===== config.mk =====
export PLATFORM = sky130hd
export DESIGN_NAME = kabf_mul
export DESIGN_NICKNAME = d
export VERILOG_FILES = /design/src/hdl/kabf_pkg.sv /design/src/hdl/kabf_mul.sv
export SDC_FILE = /design/constraint.sdc
export NUM_CORES = 2
export LEC_CHECK = 0
export BUFFER_PORTS_ARGS = -buffer_cell sky130_fd_sc_hd__buf_4
export CORE_ASPECT_RATIO = 0.5
export CORE_MARGIN = 2
export CORE_UTILIZATION = 30
export DETAILED_ROUTE_END_ITERATION = 8
export SETUP_SLACK_MARGIN = 0.4
export SYNTH_ARGS = -nofsm -noshare
export SYNTH_HDL_FRONTEND = slang
export SYNTH_SLANG_ARGS = --single-unit

===== constraint.sdc =====
create_clock -name clk -period 8.5 [get_ports clk]
set_clock_uncertainty 0.1 [all_clocks]
set_input_delay 1.275 -clock clk [delete_from_list [all_inputs] [get_ports clk]]
set_output_delay 1.275 -clock clk [all_outputs]
set_load 0.01 [all_outputs]

===== src/hdl/kabf_pkg.sv =====
// Shared types, constants and saturation helpers for the angle/bias Kalman filter.
// Used by every module of the filter; no dependencies.
package kabf_pkg;

  localparam int FRAC_BITS = 24;
  localparam int OPW       = 33;              // multiplier operand width
  localparam int PRODW     = 2 * OPW;         // exact product width
  localparam int RSW       = PRODW - FRAC_BITS; // rounded-shift result width
  localparam int DIVW      = 57;              // dividend / quotient width
  localparam int DSRW      = 33;              // divisor width
  localparam int CFG_AW    = 2;

  localparam logic [CFG_AW-1:0] REG_ANGLE_Q = 2'd0;
  localparam logic [CFG_AW-1:0] REG_BIAS_Q  = 2'd1;
  localparam logic [CFG_AW-1:0] REG_MEAS_R  = 2'd2;

  localparam logic [31:0] RST_ANGLE_Q = 32'd16777;
  localparam logic [31:0] RST_BIAS_Q  = 32'd50332;
  localparam logic [31:0] RST_MEAS_R  = 32'd503316;

  typedef logic signed [31:0]  word_t;
  typedef logic signed [47:0]  wide_t;
  typedef logic signed [RSW-1:0] rs_t;

  typedef struct packed {
    logic                  en;
    logic signed [OPW-1:0] a;
    logic signed [OPW-1:0] b;
  } mul_req_t;

  typedef struct packed {
    logic            start;
    logic [DIVW-1:0] dividend;
    logic [DSRW-1:0] divisor;
  } div_req_t;

  function automatic word_t sat32(input wide_t v);
    if (v > 48'sd2147483647)       sat32 = 32'sh7fffffff;
    else if (v < -48'sd2147483648) sat32 = 32'sh80000000;
    else                           sat32 = v[31:0];
  endfunction

  function automatic wide_t ext_w(input word_t w);
    ext_w = {{16{w[31]}}, w};
  endfunction

  function automatic wide_t ext_rs(input rs_t r);
    ext_rs = {{(48-RSW){r[RSW-1]}}, r};
  endfunction

  function automatic wide_t ext_u(input logic [31:0] u);
    ext_u = {16'd0, u};
  endfunction

  function automatic word_t gain_sat(input logic [DIVW-1:0] q, input logic neg);
    if (!neg) begin
      if (q > {{(DIVW-32){1'b0}}, 32'h7fffffff}) gain_sat = 32'sh7fffffff;
      else                                      gain_sat = q[31:0];
    end else begin
      if (q >= {{(DIVW-32){1'b0}}, 32'h80000000}) gain_sat = 32'sh80000000;
      else                                       gain_sat = -q[31:0];
    end
  endfunction

endpackage


===== src/hdl/kabf_mul.sv =====
// Shared signed multiplier with registered product and round-to-nearest shift by 24.
// Depends on kabf_pkg.
module kabf_mul (
  input  logic               clk,
  input  kabf_pkg::mul_req_t req,
  output kabf_pkg::rs_t      rs
);

  logic signed [kabf_pkg::PRODW-1:0] prod_r;
  logic signed [kabf_pkg::PRODW-1:0] rnd;

  always_ff @(posedge clk) begin
    if (req.en) begin
      prod_r <= req.a * req.b;
    end
  end

  assign rnd = prod_r + (kabf_pkg::PRODW)'(1 << (kabf_pkg::FRAC_BITS - 1));
  assign rs  = rnd[kabf_pkg::PRODW-1:kabf_pkg::FRAC_BITS];

endmodule


# ---- After elaboration in Yosys (flattened, before gate mapping)
# Index checks and enable logic that the tools add are counted.
dict set report op_classes {
  add_sub_neg 1
  mul 1
  n_div 0
  n_lt_le_gt_ge 0
  n_eq_ne 0
  shifts 0
  n_mux 0
  bitwise 0
  reduce_logical 0
}
# cell n
set ops {}
lappend ops {{$add A66 B25 Y66 const B} 1}
lappend ops {{$mul A33 B33 Y66} 1}
dict set report totals {
  regBits 66
  latch_bits 0
  mem_bits_rw 0
  rom_bits 0
  inputBits 68
  output_inout_bits 42
  elab_cells 3
  memories 0
}

# ---- Logic depth before layout (Yosys ltp)
dict set report depth {
  ltp_word 1
  mapped_depth 30
  ltp_nobuf 28
}

# ---- Least setup slack after synthesis
# OpenSTA, ideal clock, no wires.
dict set report synth_timing {
  path_kind {in2reg}
  startpoint {in req[65] (netlist name)}
  endpoint {reg prod_r[65] (netlist name), data pin}
  setup_ns 0.268
  t_arrival_ns 8.176
  path_slack_ns -0.044
  path_stages 26
  path_buffers 1
  cell_sequence {clkbuf_1 > nand2_1 > inv_1 > fa_1 > inv_1 > fa_1 > fa_1 > inv_1 > fa_1 > fa_1 > fa_1 > fa_1 > inv_1 > fa_1 > inv_1 > ha_1 > a21o_1 > a21o_1 > a21o_1 > a21o_1 > a21oi_1 > o21ai_0 > a21oi_1 > o21ai_1 > nor4_1 > nor3b_1}
}
dict set report synth_via {
  elab_chain_cells 1
}
# item line_no
set synth_lines {}
lappend synth_lines {{start: declaration} kabf_mul.sv:5} ;# input kabf_pkg::mul_req_t req,
lappend synth_lines {{$mul A33 B33 Y66} kabf_mul.sv:14} ;# prod_r <= req.a * req.b;
lappend synth_lines {{end signal: assignment} kabf_mul.sv:14}
lappend synth_lines {{end: declaration} kabf_mul.sv:9} ;# logic signed [kabf_pkg::PRODW-1:0] prod_r;
# Every way passes these cells.
# A chain may end at the register's enable or synchronous reset.

# ---- Final worst setup path
# Same ends and word-level chain as after synthesis.

==> flow_summary_export.csv <==
group,metric,value,unit
clocking,cts_root_buf,"clkbuf_16",
placement,io_buffers,109,
clocking,cts_hold_buf,0,
sta,period_needed,8183,ps
drt,drt-total-wl,112.0,mm
floorplanning,start_util,30.42,%
clocking,clock-sinks,43,
sta,setup_viol,0,
finish,mostFrequentLayoutCell,"fa_1",
floorplanning,fp.dieW,521.7,µm
clocking,clk_pin_slew,70,ps
placement,place.gp.congestion,0.8962,
critical_path,cpMostUsedCell,"fa_1",
finish,final_layout_size_suffix_gt1_share,16.67,%
floorplanning,coreArea,132200,µm²
yosys,synth_seq_cells,43,
yosys,yosys_warnings,0,
floorplanning,dieArea,137200,µm²
critical_path,critPathRequiredTime,8430,ps
critical_path,endpoint_kind,"register",
yosys,ys_async_sr_fraction,0,%
finish,reg.largest.list,"prod_r: 43 flops",
global_routing,grt_max_degree,44,
yosys,syn-cell-area,40210,µm²
global_routing,antenna_found_initial,4,
floorplanning,dieHeight,262.9,µm
finish,fin_util,36.09,%
drt,drc,0,
yosys,synth_cell_types,55,
clocking,cts_buffer_depth,2,
floorplanning,rows,94,
finish,final_cell_mix,"fa_1, inv_1, nand2_1",
critical_path,worstPathMaxFanout,8,
clocking,cts-htree-levels,2,
drt,postRouteAntennaNets,0,
finish,finalNetCount,5978,
clocking,cts_tree,"built",
yosys,ys_seq_area_share,3.211,%
global_routing,groute.usage.overall,16.87,%
finish,fillCellCount,13249,
placement,dp_hpwl,95.19,mm
critical_path,start_kind,"primary input",
finish,area_delta_synth_final,18.65,%
critical_path,criticalPathCategory,"primary input to register",
critical_path,worstPathArrival,8120,ps
drt,vias_per_cell,4.586,
sta,fmax,122.2,MHz
finish,largest_reg_flops,43,
clocking,cts_buffers,5,
drt,drt_pass1_iterations,7,
sta,tightest_slew,798.1,ps
finish,final_cells,6332,
hold_path,hp-class,"primary input to register",
sta,final-hold-violation-count,0,
yosys,syn_nets,5688,
global_routing,grt_pass1_vias,34048,
sta,rsz0062_at_grt,"yes",
floorplanning,io_pins,110,
drt,drt_iter0_drc,1552,
yosys,netlist_instances,4263,
finish,regMostFlops,"prod_r",
global_routing,grt_pass1_wl,183.0,mm
drt,wl_per_cell,17.69,µm
outcome,outcome,"complete, no violations",
sta,slew_headroom,46.79,%
job,maxCapViolCount,0,
sta,final.period_utilization,96.27,%
critical_path,worst_path_max_delay_cell,"fa_1",
critical_path,worst_path_largest_cell_delay,550,ps
global_routing,overflow,0,
yosys,postSynthAreaPerCell,9.432,µm²
placement,dp_cells,6250,
sta,slew_viol_final,0,
yosys,synth_edf_count,43,
sta,setup_tns,0,ps
drt,num_vias,29041,
yosys,synthFlopType,"edfxtp_1",
## what timing repair did
action                                 4_1_cts  5_1_grt
endpoints found under the hold margin        0        0
gates resized for setup                    173      263
setup endpoints to repair                   28       30
gates cloned                                 1        6
setup buffers                               23       42
pin swaps                                   95      160
## layer usage
metal  routed length [µm]  GRT usage, %
met5                    0             0
met3                 4426         1.567
met4                 5289         6.185
met1                41950         19.56
met2                60350         31.97
## path summary, 6_finish.rpt
| kind | start | to | slack, ps | depth (start not counted) |
|---|---|---|---|---|
| worst max-delay path | req[65] | prod_r[65] | 320 | 25 |
| worst min-delay path | req[66] | prod_r[30] | 1400 | 1 |
## critical path, delay by kind of cell
family / cells / cell delay (ps)
buf+inv: 8 / 840
fa+ha+maj: 9 / 4340
simple gates: 6 / 1240
compound gates: 2 / 410
## cell usage after synthesis, types with 7 or more instances
| cell type | count | area (µm²) |
|---|---|---|
| nor2_1 | 47 | 176.4 |
| fa_1 | 1144 | 22900 |
| nand2_1 | 569 | 2136 |
| inv_1 | 1120 | 4204 |
| nand2b_1 | 10 | 62.56 |
| o21bai_1 | 9 | 67.56 |
| nor3_1 | 11 | 55.05 |
| nand4_1 | 16 | 100.1 |
| and4_1 | 8 | 70.07 |
| clkbuf_1 | 209 | 784.5 |
| xnor2_1 | 70 | 613.1 |
| nand3_1 | 22 | 110.1 |
| ha_1 | 213 | 2665 |
| a31oi_1 | 8 | 50.05 |
| and2_1 | 536 | 3353 |
| xor2_1 | 30 | 262.8 |
| o21ai_0 | 30 | 150.1 |
| a21oi_1 | 54 | 270.3 |
| a21o_1 | 35 | 262.8 |
| edfxtp_1 | 43 | 1291 |
| o21ai_1 | 7 | 35.03 |
| and3_1 | 19 | 118.9 |
## through the flow
| step | instance area (µm²) | hold WS (ps) | setup WS, ps |
|---|---|---|---|
| floorplan | 40340 | 1288 | 396.7 |
| global placement | 45140 | 1711 | -330.5 |
| detailed placement | 45140 | 1715 | -336.8 |
| CTS | 46290 | 1410 | 337.5 |
| global route | 47710 | 1416 | 170.4 |
| finish | 47710 | 1399 | 317.4 |
## final cells by class
| cell class | count | area [µm²] | area share (%) |
|---|---|---|---|
| clock inverter | 2 | 60.06 | 0.1259 |
| inverter | 1121 | 4220 | 8.847 |
| antenna | 2 | 5.005 | 0.01049 |
| multi-input combinational | 2888 | 34990 | 73.34 |
| tap | 1776 | 2222 | 4.658 |
| clock buffer | 6 | 128.9 | 0.2701 |
| sequential | 43 | 1291 | 2.707 |
| timing repair buffer | 494 | 4788 | 10.04 |
## logic make-up (layout without fill, tap and decap cells)
family | after synthesis | in the layout | share of synthesized area [%]
AOI/OAI and AO/OA | 177 | 177 | 2.906
xor gates and xnor gates | 100 | 100 | 2.178
and+or+nand+nor | 1254 | 1254 | 15.68
adders and majority gates | 1357 | 1357 | 63.59
DFF | 43 | 43 | 3.211
buffers and inverters | 1332 | 1623 | 12.44
other | 0 | 2 | 0
Power is not shown: default switching activity piles up to over one toggle a cycle in this logic, so the estimate is an artifact.
