## config.mk

```make
export PLATFORM = sky130hd
export DESIGN_NAME = kabf_div
export DESIGN_NICKNAME = d
export VERILOG_FILES = /design/src/hdl/kabf_pkg.sv /design/src/hdl/kabf_div.sv
export SDC_FILE = /design/constraint.sdc
export NUM_CORES = 1
export LEC_CHECK = 0
export ABC_AREA = 1
export CAP_MARGIN = 0
export CELL_PAD_IN_SITES_DETAIL_PLACEMENT = 0
export CELL_PAD_IN_SITES_GLOBAL_PLACEMENT = 2
export CORE_MARGIN = 2
export CORE_UTILIZATION = 30
export DETAILED_ROUTE_END_ITERATION = 8
export DONT_BUFFER_PORTS = 1
export GPL_TIMING_DRIVEN = 0
export PLACE_DENSITY = 0.67
export REMOVE_ABC_BUFFERS = 1
export SLEW_MARGIN = 20
export SYNTH_ARGS = -nofsm -noshare
export SYNTH_HDL_FRONTEND = slang
export SYNTH_SLANG_ARGS = --single-unit
```

## constraint.sdc

```tcl
create_clock -name clk -period 4.13 [get_ports clk]
set_clock_uncertainty 0.05 [all_clocks]
set_input_delay 0.413 -clock clk [delete_from_list [all_inputs] [get_ports clk]]
set_output_delay 0.413 -clock clk [all_outputs]
set_load 0.02 [all_outputs]
```

## src/hdl/kabf_pkg.sv

```systemverilog
// Shared types, constants and saturation helpers for the angle/bias Kalman filter.
// Used by every module of the filter; no dependencies.
package kabf_pkg;

  localparam int FRAC_BITS = 24;
  localparam int OPW       = 33;              // multiplier operand width
  localparam int PRODW     = 2 * OPW;         // exact product width
  localparam int RSW       = PRODW - FRAC_BITS; // rounded-shift result width
  localparam int DIVW      = 57;              // dividend / quotient width
  localparam int DSRW      = 33;              // divisor width
  localparam int CFG_AW    = 2;

  localparam logic [CFG_AW-1:0] REG_ANGLE_Q = 2'd0;
  localparam logic [CFG_AW-1:0] REG_BIAS_Q  = 2'd1;
  localparam logic [CFG_AW-1:0] REG_MEAS_R  = 2'd2;

  localparam logic [31:0] RST_ANGLE_Q = 32'd16777;
  localparam logic [31:0] RST_BIAS_Q  = 32'd50332;
  localparam logic [31:0] RST_MEAS_R  = 32'd503316;

  typedef logic signed [31:0]  word_t;
  typedef logic signed [47:0]  wide_t;
  typedef logic signed [RSW-1:0] rs_t;

  typedef struct packed {
    logic                  en;
    logic signed [OPW-1:0] a;
    logic signed [OPW-1:0] b;
  } mul_req_t;

  typedef struct packed {
    logic            start;
    logic [DIVW-1:0] dividend;
    logic [DSRW-1:0] divisor;
  } div_req_t;

  function automatic word_t sat32(input wide_t v);
    if (v > 48'sd2147483647)       sat32 = 32'sh7fffffff;
    else if (v < -48'sd2147483648) sat32 = 32'sh80000000;
    else                           sat32 = v[31:0];
  endfunction

  function automatic wide_t ext_w(input word_t w);
    ext_w = {{16{w[31]}}, w};
  endfunction

  function automatic wide_t ext_rs(input rs_t r);
    ext_rs = {{(48-RSW){r[RSW-1]}}, r};
  endfunction

  function automatic wide_t ext_u(input logic [31:0] u);
    ext_u = {16'd0, u};
  endfunction

  function automatic word_t gain_sat(input logic [DIVW-1:0] q, input logic neg);
    if (!neg) begin
      if (q > {{(DIVW-32){1'b0}}, 32'h7fffffff}) gain_sat = 32'sh7fffffff;
      else                                      gain_sat = q[31:0];
    end else begin
      if (q >= {{(DIVW-32){1'b0}}, 32'h80000000}) gain_sat = 32'sh80000000;
      else                                       gain_sat = -q[31:0];
    end
  endfunction

endpackage

```

## src/hdl/kabf_div.sv

```systemverilog
// Restoring divider, one quotient bit per cycle, for the Kalman gain.
// Depends on kabf_pkg.
module kabf_div (
  input  logic                        clk,
  input  logic                        rst_n,
  input  kabf_pkg::div_req_t          req,
  output logic                        done,
  output logic [kabf_pkg::DIVW-1:0]   quotient
);

  localparam int CW = $clog2(kabf_pkg::DIVW + 1);

  logic [kabf_pkg::DSRW-1:0] rem_r;
  logic [kabf_pkg::DSRW-1:0] dsr_r;
  logic [kabf_pkg::DIVW-1:0] quo_r;
  logic [CW-1:0]             cnt_r;
  logic                      busy_r;
  logic                      done_r;
  logic [kabf_pkg::DSRW:0]   trial;
  logic                      ge;

  assign trial = {rem_r, quo_r[kabf_pkg::DIVW-1]};
  assign ge    = trial >= {1'b0, dsr_r};

  always_ff @(posedge clk) begin
    if (!rst_n) begin
      busy_r <= 1'b0;
      done_r <= 1'b0;
      cnt_r  <= '0;
    end else if (req.start) begin
      busy_r <= 1'b1;
      done_r <= 1'b0;
      cnt_r  <= CW'(kabf_pkg::DIVW);
    end else if (busy_r) begin
      cnt_r <= cnt_r - CW'(1);
      if (cnt_r == CW'(1)) begin
        busy_r <= 1'b0;
        done_r <= 1'b1;
      end
    end else begin
      done_r <= 1'b0;
    end
  end

  always_ff @(posedge clk) begin
    if (req.start) begin
      rem_r <= '0;
      dsr_r <= req.divisor;
      quo_r <= req.dividend;
    end else if (busy_r) begin
      rem_r <= ge ? kabf_pkg::DSRW'(trial - {1'b0, dsr_r}) : trial[kabf_pkg::DSRW-1:0];
      quo_r <= {quo_r[kabf_pkg::DIVW-2:0], ge};
    end
  end

  assign done     = done_r;
  assign quotient = quo_r;

endmodule
```

Word-level counts from Yosys, hierarchy flattened
Cells that the tools add are included.

Add/subtract/negate cells: 2. Order comparisons: 1. Eq/ne operators: 1. Mux-type cells: 8. Bitwise logic cells: 2. Reduce and logical (&&, ||, !) cells: 3.

Operators with widths (count): 57-bit 2-to-1 mux (2); 34-bit by 33-bit greater-or-equal comparator with 1-bit output (1); 33-bit 2-to-1 mux (1); 33-bit subtractor (1); 6-bit 2-to-1 mux (2); 6-bit by 1-bit == test with 1-bit output, second input constant (1); 6-bit by 1-bit subtractor with 6-bit output, second input constant (1); 1-bit 2-to-1 mux (3); 3-bit OR reduction (1); 1-bit inverter (2); 2-bit nonzero test (1); 2-bit OR reduction (1).

Register bits after elaboration: 131. Output and inout port bits: 58.

Logic depth before layout (Yosys ltp)
Gate-level depths: netlist of run 1.

Depth after elaboration: 4. Depth in mapped cells: 17. Mapped depth without buffers: 16.

Worst setup path after synthesis of run 1
Ideal clock, no wire load.

Path type: register to register. Start: reg busy_r. End: reg quo_r (netlist bit quotient[0]), enable pin. Library setup time: 0.445 ns. Arrival time: 2.515 ns. Slack: 1.121 ns. Cell stages (with the launch flop): 5. Path buffers: 2. Cell sequence: dfxtp_1 > clkbuf_1 > nor2_1 > inv_1 > clkbuf_1.

Cells in the longest elaborated chain, start to end: 1.

Ends and longest elaborated chain: from (decl) (RTL line kabf_div.sv:17) `logic busy_r;`; from (signal assigned) (RTL line kabf_div.sv:27) `busy_r <= 1'b0;`; from (signal assigned) (RTL line kabf_div.sv:31) `busy_r <= 1'b1;`; from (signal assigned) (RTL line kabf_div.sv:37) `busy_r <= 1'b0;`; 2-bit nonzero test (no source line); to (signal assigned) (RTL line kabf_div.sv:49) `quo_r <= req.dividend;`; to (signal assigned) (RTL line kabf_div.sv:52) `quo_r <= {quo_r[kabf_pkg::DIVW-2:0], ge};`; to (decl) (RTL line kabf_div.sv:15) `logic [kabf_pkg::DIVW-1:0] quo_r;`.

No other way between the ends. A chain may end at the register's enable or synchronous reset.

Final worst setup path of run 1
Start: reg quo_r (netlist bit quotient[56]). End: reg rem_r[15] (netlist name).

Cells in the longest elaborated chain, start to end: 2. Elaborated cells between the ends (all ways): 3. Classes of those cells: add/sub: 1; order compare: 1; mux: 1.

Ends and longest elaborated chain: 33-bit subtractor / 34-bit by 33-bit greater-or-equal comparator with 1-bit output (equally long branches) (RTL line kabf_div.sv:51, kabf_div.sv:23); 33-bit 2-to-1 mux * (RTL line kabf_div.sv:51) `rem_r <= ge ? kabf_pkg::DSRW'(trial - {1'b0, dsr_r}) : trial[kabf_pkg::DSRW-1:0];`; to (signal assigned) (RTL line kabf_div.sv:51); to (decl) (RTL line kabf_div.sv:13) `logic [kabf_pkg::DSRW-1:0] rem_r;`.

Mark *: on every way between the ends. The rest lies on a longest branch, timed or not.

==> qor.csv, run 1 <==
metric;value;unit
initial cell density of the core;30.6;%
met2 Use GR;27.6;%
Pleak;4.74;nW
GRT Resource Usage Total;17.4;%
detail-routed via count per cell;4.53;
vias in the first global route;6927;
worst r2r src;quotient[56]$_DFFE_PP_;
Die Y;170;microns
routing usage on met1;22.8;%
average cell area after synthesis;7.24;sq um
Final Hold Vio Count;0;
fmax;315;MHz
post-route insts no fill;1495;
Crit. End Element;register;
minimum clock period;3.17;ns
setup ws final;0.956;ns
CP delay by family, top;simple AND/OR/NAND/NOR gates;
final setup fails;0;
# fillers;2941;
Worst slew margin;39.7;%
most frequent cells in the layout;485 x nand2_1, 180 x inv_1, 90 x edfxtp_1, 81 x nand3_1, 45 x nor2_1;
Finished Core Util;34.5;%
post-route ant nets;0;
Clock Tree Root;clkbuf_16;
Worst Tran Pin Value;0.904;ns
Core Area;0.0270;sq mm
GR Layer Usage met3;5.90;%
CP startpoint kind;register;
status;finished clean;
via count;6767;
FP Rows;60;
HP Class;primary input to register;
gpl congestion;0.803;
share of post-route cells with drive strength above 1;6.85;%
Ant. Diodes;0;
DP Cell Count;1453;
worst hold slack;0.0243;ns
Seq/Total Area, Yosys;42.8;%
DRC Markers;0;
grt total ovfl;0;
hpwl dp;17.7;mm
First DRT Iteration DRCs;336;
busiest grt layer;met2;
largest net degree at the start of global routing;93;
mapped cell area;0.00824;sq mm
clock latency on the worst-skew pair;0.43;ns
initial antenna violation count;2;
die width;170;microns
slowest cell on the critical path;edfxtp_1;
commonest register cell after synthesis;edfxtp_1;
postcts setup bufs;0;
TritonCTS Sinks;131;
Syn. warnings;0;
reg2reg path depth;13;
RSZ-0062 raised after global routing;no;
DR pass1 iterations;5;
commonest non-fill, non-tap cell in the layout;nand2_1;
Worst path depth;13;
max_cap viols;0;
Yosys reg bits;131;
final worst path period share;76.9;%
Die ar.;0.0288;sq mm
Buffers on Ports;0;
Num CTS Buffers;17;
P per Cell Area;386;mW/mm^2
Post-synth EDFFs;90;
CP Max Fanout;36;
Critical Path RT;4.46;ns
clk slew on worst S/H paths;0.07;ns
Buf+Inv Stages, Crit Path;2;
R2R setup slack;0.96;ns
critical path type;register to register;
Gate Count Post-Synth;1137;
Ports;151;
beginning of the critical path;quotient[56]$_DFFE_PP_;
crit path cell chain;inv_1, ha_1, inv_1, fa_1, nand3_1, nand3_2, nand2_2, nand2_2, nand2_4, nand2_8, nand2_1, nand3_1, nand2_1;
capture point of the worst reg-to-reg path;rem_r[15]$_SDFFE_PP0P_;
count of pins over their slew limit;0;
ys async rst share;0;%
WL final;24.1;mm
CP Data Arrival Time;3.50;ns
Setup crit end;rem_r[15]$_SDFFE_PP0P_;
first-pass GRT wire length;38.4;mm
mean routed wirelength per cell;16.1;microns
Total Nets Final;1270;
Max stage delay on crit path;0.52;ns
peak supply drop;290;uV
CTS tree;built;
Place WS;0.932;ns
Sum Neg Setup Slack;0;ns
Distinct cells, synth;37;
area grow syn2layout;12.9;%
cts repair resizes;0;
H-tree levels;4;
Longest Clk Path Bufs;2;
worst min path at each step:
stage | from | end | depth (start not counted)
6_report | req[19] | dsr_r[19]$_DFFE_PP_ | 0
3_5_place_dp | rem_r[18]$_SDFFE_PP0P_ | rem_r[18]$_SDFFE_PP0P_ | 2
3_3_place_gp | rem_r[20]$_SDFFE_PP0P_ | rem_r[20]$_SDFFE_PP0P_ | 2
4_1_cts | req[30] | dsr_r[30]$_DFFE_PP_ | 0
2_1_floorplan | rem_r[11]$_SDFFE_PP0P_ | rem_r[11]$_SDFFE_PP0P_ | 2
5_1_grt | req[5] | dsr_r[5]$_DFFE_PP_ | 0
routing by layer:
metal / part of all wire [%] / routed length (microns)
met3: 7.6 / 1830
met4: 1.1 / 271
met1: 47 / 11300
met5: 0.11 / 27
met2: 44 / 10600
power breakdown:
| group | switching, mW | leakage, nW | internal, mW | total [mW] |
|---|---|---|---|---|
| clock network | 0.664 | 0.291 | 0.960 | 1.62 |
| logic | 0.202 | 3.21 | 0.107 | 0.309 |
| registers | 0.134 | 1.24 | 1.52 | 1.65 |
final cells by class:
type                       count  area, sq um  share of cell area (%)
inverter                     191          721                    7.75
clock inverter                14          178                    1.91
timing repair buffer          13          175                    1.88
multi-input combinational    787         3850                    41.4
sequential                   131         3520                    37.9
clock buffer                  18          429                    4.62
tap                          341          427                    4.59
repair_timing:
action,4_1_cts,5_1_grt
hold buffers,4,6
hold endpoints to repair,4,6
endpoints found under the setup margin,0,0
logic make-up after synthesis:
family	count (synthesis)	share of synthesized area (%)
compound gates	53	3.58
xor+xnor	16	1.70
fa+ha+maj	36	5.56
buf+inv	219	10.7
flops	131	42.8
simple gates	682	35.7
synth_stat cells, types with 4 or more instances:
library cell	instances	share of area, %
inv_1	181	8.2
xnor2_1	14	1.5
edfxtp_1	90	33
o21ai_0	7	0.43
buf_6	6	0.82
nand3_1	81	4.9
o21ai_1	10	0.61
nand4_1	9	0.68
nand3_2	5	0.61
o21bai_1	6	0.55
inv_2	7	0.32
a21oi_1	23	1.4
nand2_1	485	22
and2_1	7	0.53
nor2_4	4	0.55
nand2_2	16	1.2
clkbuf_1	16	0.73
dfxtp_1	41	10
ha_1	35	5.3
nor2_1	47	2.1
nor2_2	4	0.30
nand3b_1	15	1.4
per-stage QoR:
stage               cell area, sq um  total power [mW]
global route                    9300              3.75
detailed placement              8590              1.99
floorplan                       8070              1.88
CTS                             9240              3.64
finish                          9300              3.58
global placement                8500              1.98
flip-flops by register name, indices dropped and copies added (netlist names):
register	count
dsr_r	33
quotient	57
cnt_r	6
busy_r	1
done	1
rem_r	33
Power figures use the tool's default switching activity.
==> run 2, diff against run 1 <==
--- a/config.mk
+++ b/config.mk
@@ -5,7 +5,7 @@
 export SDC_FILE = /design/constraint.sdc
 export NUM_CORES = 1
 export LEC_CHECK = 0
-export ABC_AREA = 1
+export ABC_AREA = 0
 export CAP_MARGIN = 0
 export CELL_PAD_IN_SITES_DETAIL_PLACEMENT = 0
 export CELL_PAD_IN_SITES_GLOBAL_PLACEMENT = 2
@@ -14,7 +14,7 @@
 export DETAILED_ROUTE_END_ITERATION = 8
 export DONT_BUFFER_PORTS = 1
 export GPL_TIMING_DRIVEN = 0
-export PLACE_DENSITY = 0.67
+export PLACE_DENSITY = 0.6
 export REMOVE_ABC_BUFFERS = 1
 export SLEW_MARGIN = 20
 export SYNTH_ARGS = -nofsm -noshare
==> constraint.sdc (replaced) <==
create_clock -name clk -period 3 [get_ports clk]
set_clock_uncertainty 0.05 [all_clocks]
set_input_delay 0.3 -clock clk [delete_from_list [all_inputs] [get_ports clk]]
set_output_delay 0.3 -clock clk [all_outputs]
set_load 0.02 [all_outputs]
==> run 2 against run 1 <==
  * The run now ends with setup timing left
  * Synthesized cell count shrank 42%
  * Via count down 25%
  * Die area down 13%
  * Sequential power up 41%
  * Clock-buffer cell count up 1
  * Non-clock buffer count is 42 higher
  * Critical endpoint is now rem_r[32]$_SDFFE_PP0P_
==> qor.csv, run 2 <==
metric;value;unit;change
slowest cell on the critical path;edfxtp_1;;
post-synth top area share;37.9;%;+5.0 points
crit path cell chain;inv_1, ha_2, inv_2, fa_2, a21oi_4, o211ai_1, buf_4, a31oi_4, a311oi_4, nor2_4, clkbuf_16, buf_16, or3_4, a21oi_2, o31ai_1;;
Total Nets Final;839;;-34%
Gate Count Post-Synth;665;;-42%
Post-synth EDFFs;90;;unchanged
Worst Tran Pin Value;1.15;ns;+0.243 ns
vias in the first global route;5372;;-22%
count of pins over their slew limit;0;;unchanged
GRT Resource Usage Total;14.8;%;-2.6 points
First DRT Iteration DRCs;234;;-30%
clock latency on the worst-skew pair;0.43;ns;about the same
H-tree levels;4;;unchanged
Sw Share;30.3;%;+2.4 points
Synth area leader;edfxtp_1;;
hold_sp;req[45];;
Yosys reg bits;131;;unchanged
max FFs per register;57;;unchanged
Seq/Total Area, Yosys;49.4;%;+6.6 points
CP Max Fanout;5;;-86%
Clock Power Share;39.2;%;-6.1 points
RSZ-0062 raised after global routing;yes;;
Pleak;3.41;nW;-28%
largest net degree at the start of global routing;69;;-26%
hpwl dp;11.7;mm;-34%
DRC Markers;0;;unchanged
mean routed wirelength per cell;17.2;microns;+6.7%
final worst path period share;103;%;+26 points
Combinational Power Share;16.2;%;+7.6 points
HP Class;primary input to register;;
fmax;325;MHz;+3.1%
Worst slew margin;23.4;%;-16 points
commonest register cell after synthesis;edfxtp_1;;
worst hold slack;0.0421;ns;+0.0177 ns
capture point of the worst reg-to-reg path;rem_r[32]$_SDFFE_PP0P_;;
status;finished with violations;;
Distinct cells, synth;60;;+62%
R2R setup slack;-0.08;ns;-1.04 ns
share of post-route cells with drive strength above 1;21.6;%;+15 points
Buffers on Ports;0;;unchanged
TritonCTS Sinks;131;;unchanged
max_cap viols;0;;unchanged
Seq pwr share;44.6;%;-1.5 points
reg2reg path depth;15;;+2
failing checks;setup timing;;
Longest Clk Path Bufs;2;;unchanged
CP delay by family, top;compound AO/OA/AOI/OAI gates;;
peak supply drop;311;uV;+7.5%
Die Y;158;microns;-6.7%
CP Data Arrival Time;3.33;ns;-0.17 ns
worst r2r src;quotient[56]$_DFFE_PP_;;
average cell area after synthesis;10.7;sq um;+48%
Power Total;5.22;mW;+46%
Buf+Inv Stages, Crit Path;5;;+3
grt total ovfl;0;;unchanged
most frequent cell after synthesis;edfxtp_1;;
initial cell density of the core;30.5;%;-0.055 points
Ports;151;;unchanged
Core Area;0.0234;sq mm;-13%
Clock Tree Root;clkbuf_16;;
commonest non-fill, non-tap cell in the layout;edfxtp_1;;
Worst path depth;15;;+2
CP startpoint kind;register;;
sw power;1.58;mW;+58%
DR pass1 iterations;4;;-1
post-route ant nets;0;;unchanged
Final Hold Vio Count;0;;unchanged
final setup fails;11;;+11
critical path type;register to register;;
FP Rows;56;;-6.7%
first-pass GRT wire length;28.6;mm;-26%
via count;5101;;-25%
Worst Hold Path Cells;1;;+1
Critical Path RT;3.25;ns;-1.21 ns
Syn. warnings;0;;unchanged
P per Cell Area;591;mW/mm^2;+53%
ys async rst share;0;%;unchanged
Post-synth top cells;90 x edfxtp_1, 57 x nor2_1, 56 x mux2_2;;
die width;158;microns;-6.7%
gpl congestion;0.756;;-5.8%
area grow syn2layout;23.7;%;
Crit. End Element;register;;
Finished Core Util;37.7;%;+3.2 points
initial antenna violation count;0;;-2
Max stage delay on crit path;0.52;ns;about the same
minimum clock period;3.08;ns;-0.0946 ns
mapped cell area;0.00714;sq mm;-13%
WL final;17.9;mm;-26%
setup ws final;-0.0799;ns;-1.04 ns
most frequent cells in the layout;90 x edfxtp_1, 56 x mux2_2, 54 x nor2_1, 47 x inv_1, 44 x nand2_1;;
detail-routed via count per cell;4.89;;+8.0%
ranking of synthesized cells by area;edfxtp_1 38%, dfxtp_1 11%, mux2_2 8.8%;;
Die ar.;0.0250;sq mm;-13%
CTS tree;built;;
Hold Path Sink;quotient[12]$_DFFE_PP_;;
clk slew on worst S/H paths;0.07;ns;about the same
internal power;3.64;mW;+41%
Num CTS Buffers;17;;unchanged
==> run 2: cell types whose count changed in the layout (fill, tap and decap cells not counted), sizes merged, moves of 11 or more <==
| cell | change |
|---|---|
| a21oi | +24 |
| dlygate4sd3 | +25 |
| mux2i | +11 |
| xor2 | +14 |
| nor3 | +12 |
| nand2 | -455 |
| o21ai | +15 |
| nand3 | -77 |
| nand3b | -14 |
| a211oi | +21 |
| mux2 | +58 |
| buf | +16 |
| inv | -135 |
==> run 2: power by group through the flow <==
stage / Clock, mW / Sequential, mW / Combinational [mW]
after detailed placement: 0 / 2.36 / 0.720
after global placement: 0 / 2.38 / 0.688
final: 2.04 / 2.33 / 0.846
after floorplan: 0 / 2.34 / 0.553
after CTS: 2.12 / 2.33 / 0.835
after global routing: 2.18 / 2.35 / 0.949
==> run 2: area by class of cell <==
type,instances,area (sq um)
diodes,1,2.50
clock buffers,19,453
clock inverters,13,114
fillers,2385,14600
inverters,49,184
multi-input cells,456,3480
flip-flops and latches,131,3520
well taps,319,399
repair buffers,55,671
==> run 2: what timing repair did <==
action                                  4_1_cts  5_1_grt
pin swaps                                    18       14
gates resized for setup                      24       27
endpoints found under the setup margin       34       34
endpoints found under the hold margin        95        0
setup buffers                                12        1
cloned                                        2        0
hold buffers                                 36        0
==> run 2: per-stage QoR <==
stage	TNS, ns	cells	instance area [sq um]	setup slack [ns]
finish	-0.522	1043	8830	-0.0799
global route	-3.17	1042	8830	-0.225
CTS	-1.25	1041	8710	-0.127
detailed placement	-19.36	959	7510	-0.803
global placement	-130.16	955	7400	-1.65
floorplan	-19.89	636	7000	-0.391
==> run 2: logic make-up after synthesis <==
family / synth area share, %
compound gates: 15.1
simple gates: 10.1
flops: 49.4
buf+inv: 4.49
mux: 10.7
fa+ha+maj: 6.41
xor+xnor: 3.80
==> run 2: layer usage <==
metal  global-route usage [%]  vias up  share of wire [%]
li1                         -     2524                  -
met1                     18.9     2418                 47
met2                     23.7      146                 46
met3                     4.98       13                5.9
met4                     4.50        0                1.0
met5                        0        -                  0
==> run 2: worst max path at each step <==
| stage | start | end | slack, ns |
|---|---|---|---|
| after floorplan | quotient[56]$_DFFE_PP_ | rem_r[28]$_SDFFE_PP0P_ | -0.39 |
| after global placement | busy_r$_SDFF_PN0_ | quotient[46]$_DFFE_PP_ | -1.65 |
| after detailed placement | quotient[56]$_DFFE_PP_ | rem_r[32]$_SDFFE_PP0P_ | -0.80 |
| after CTS | quotient[56]$_DFFE_PP_ | rem_r[32]$_SDFFE_PP0P_ | -0.13 |
| after global routing | quotient[56]$_DFFE_PP_ | rem_r[24]$_SDFFE_PP0P_ | -0.22 |
| final | quotient[56]$_DFFE_PP_ | rem_r[32]$_SDFFE_PP0P_ | -0.08 |
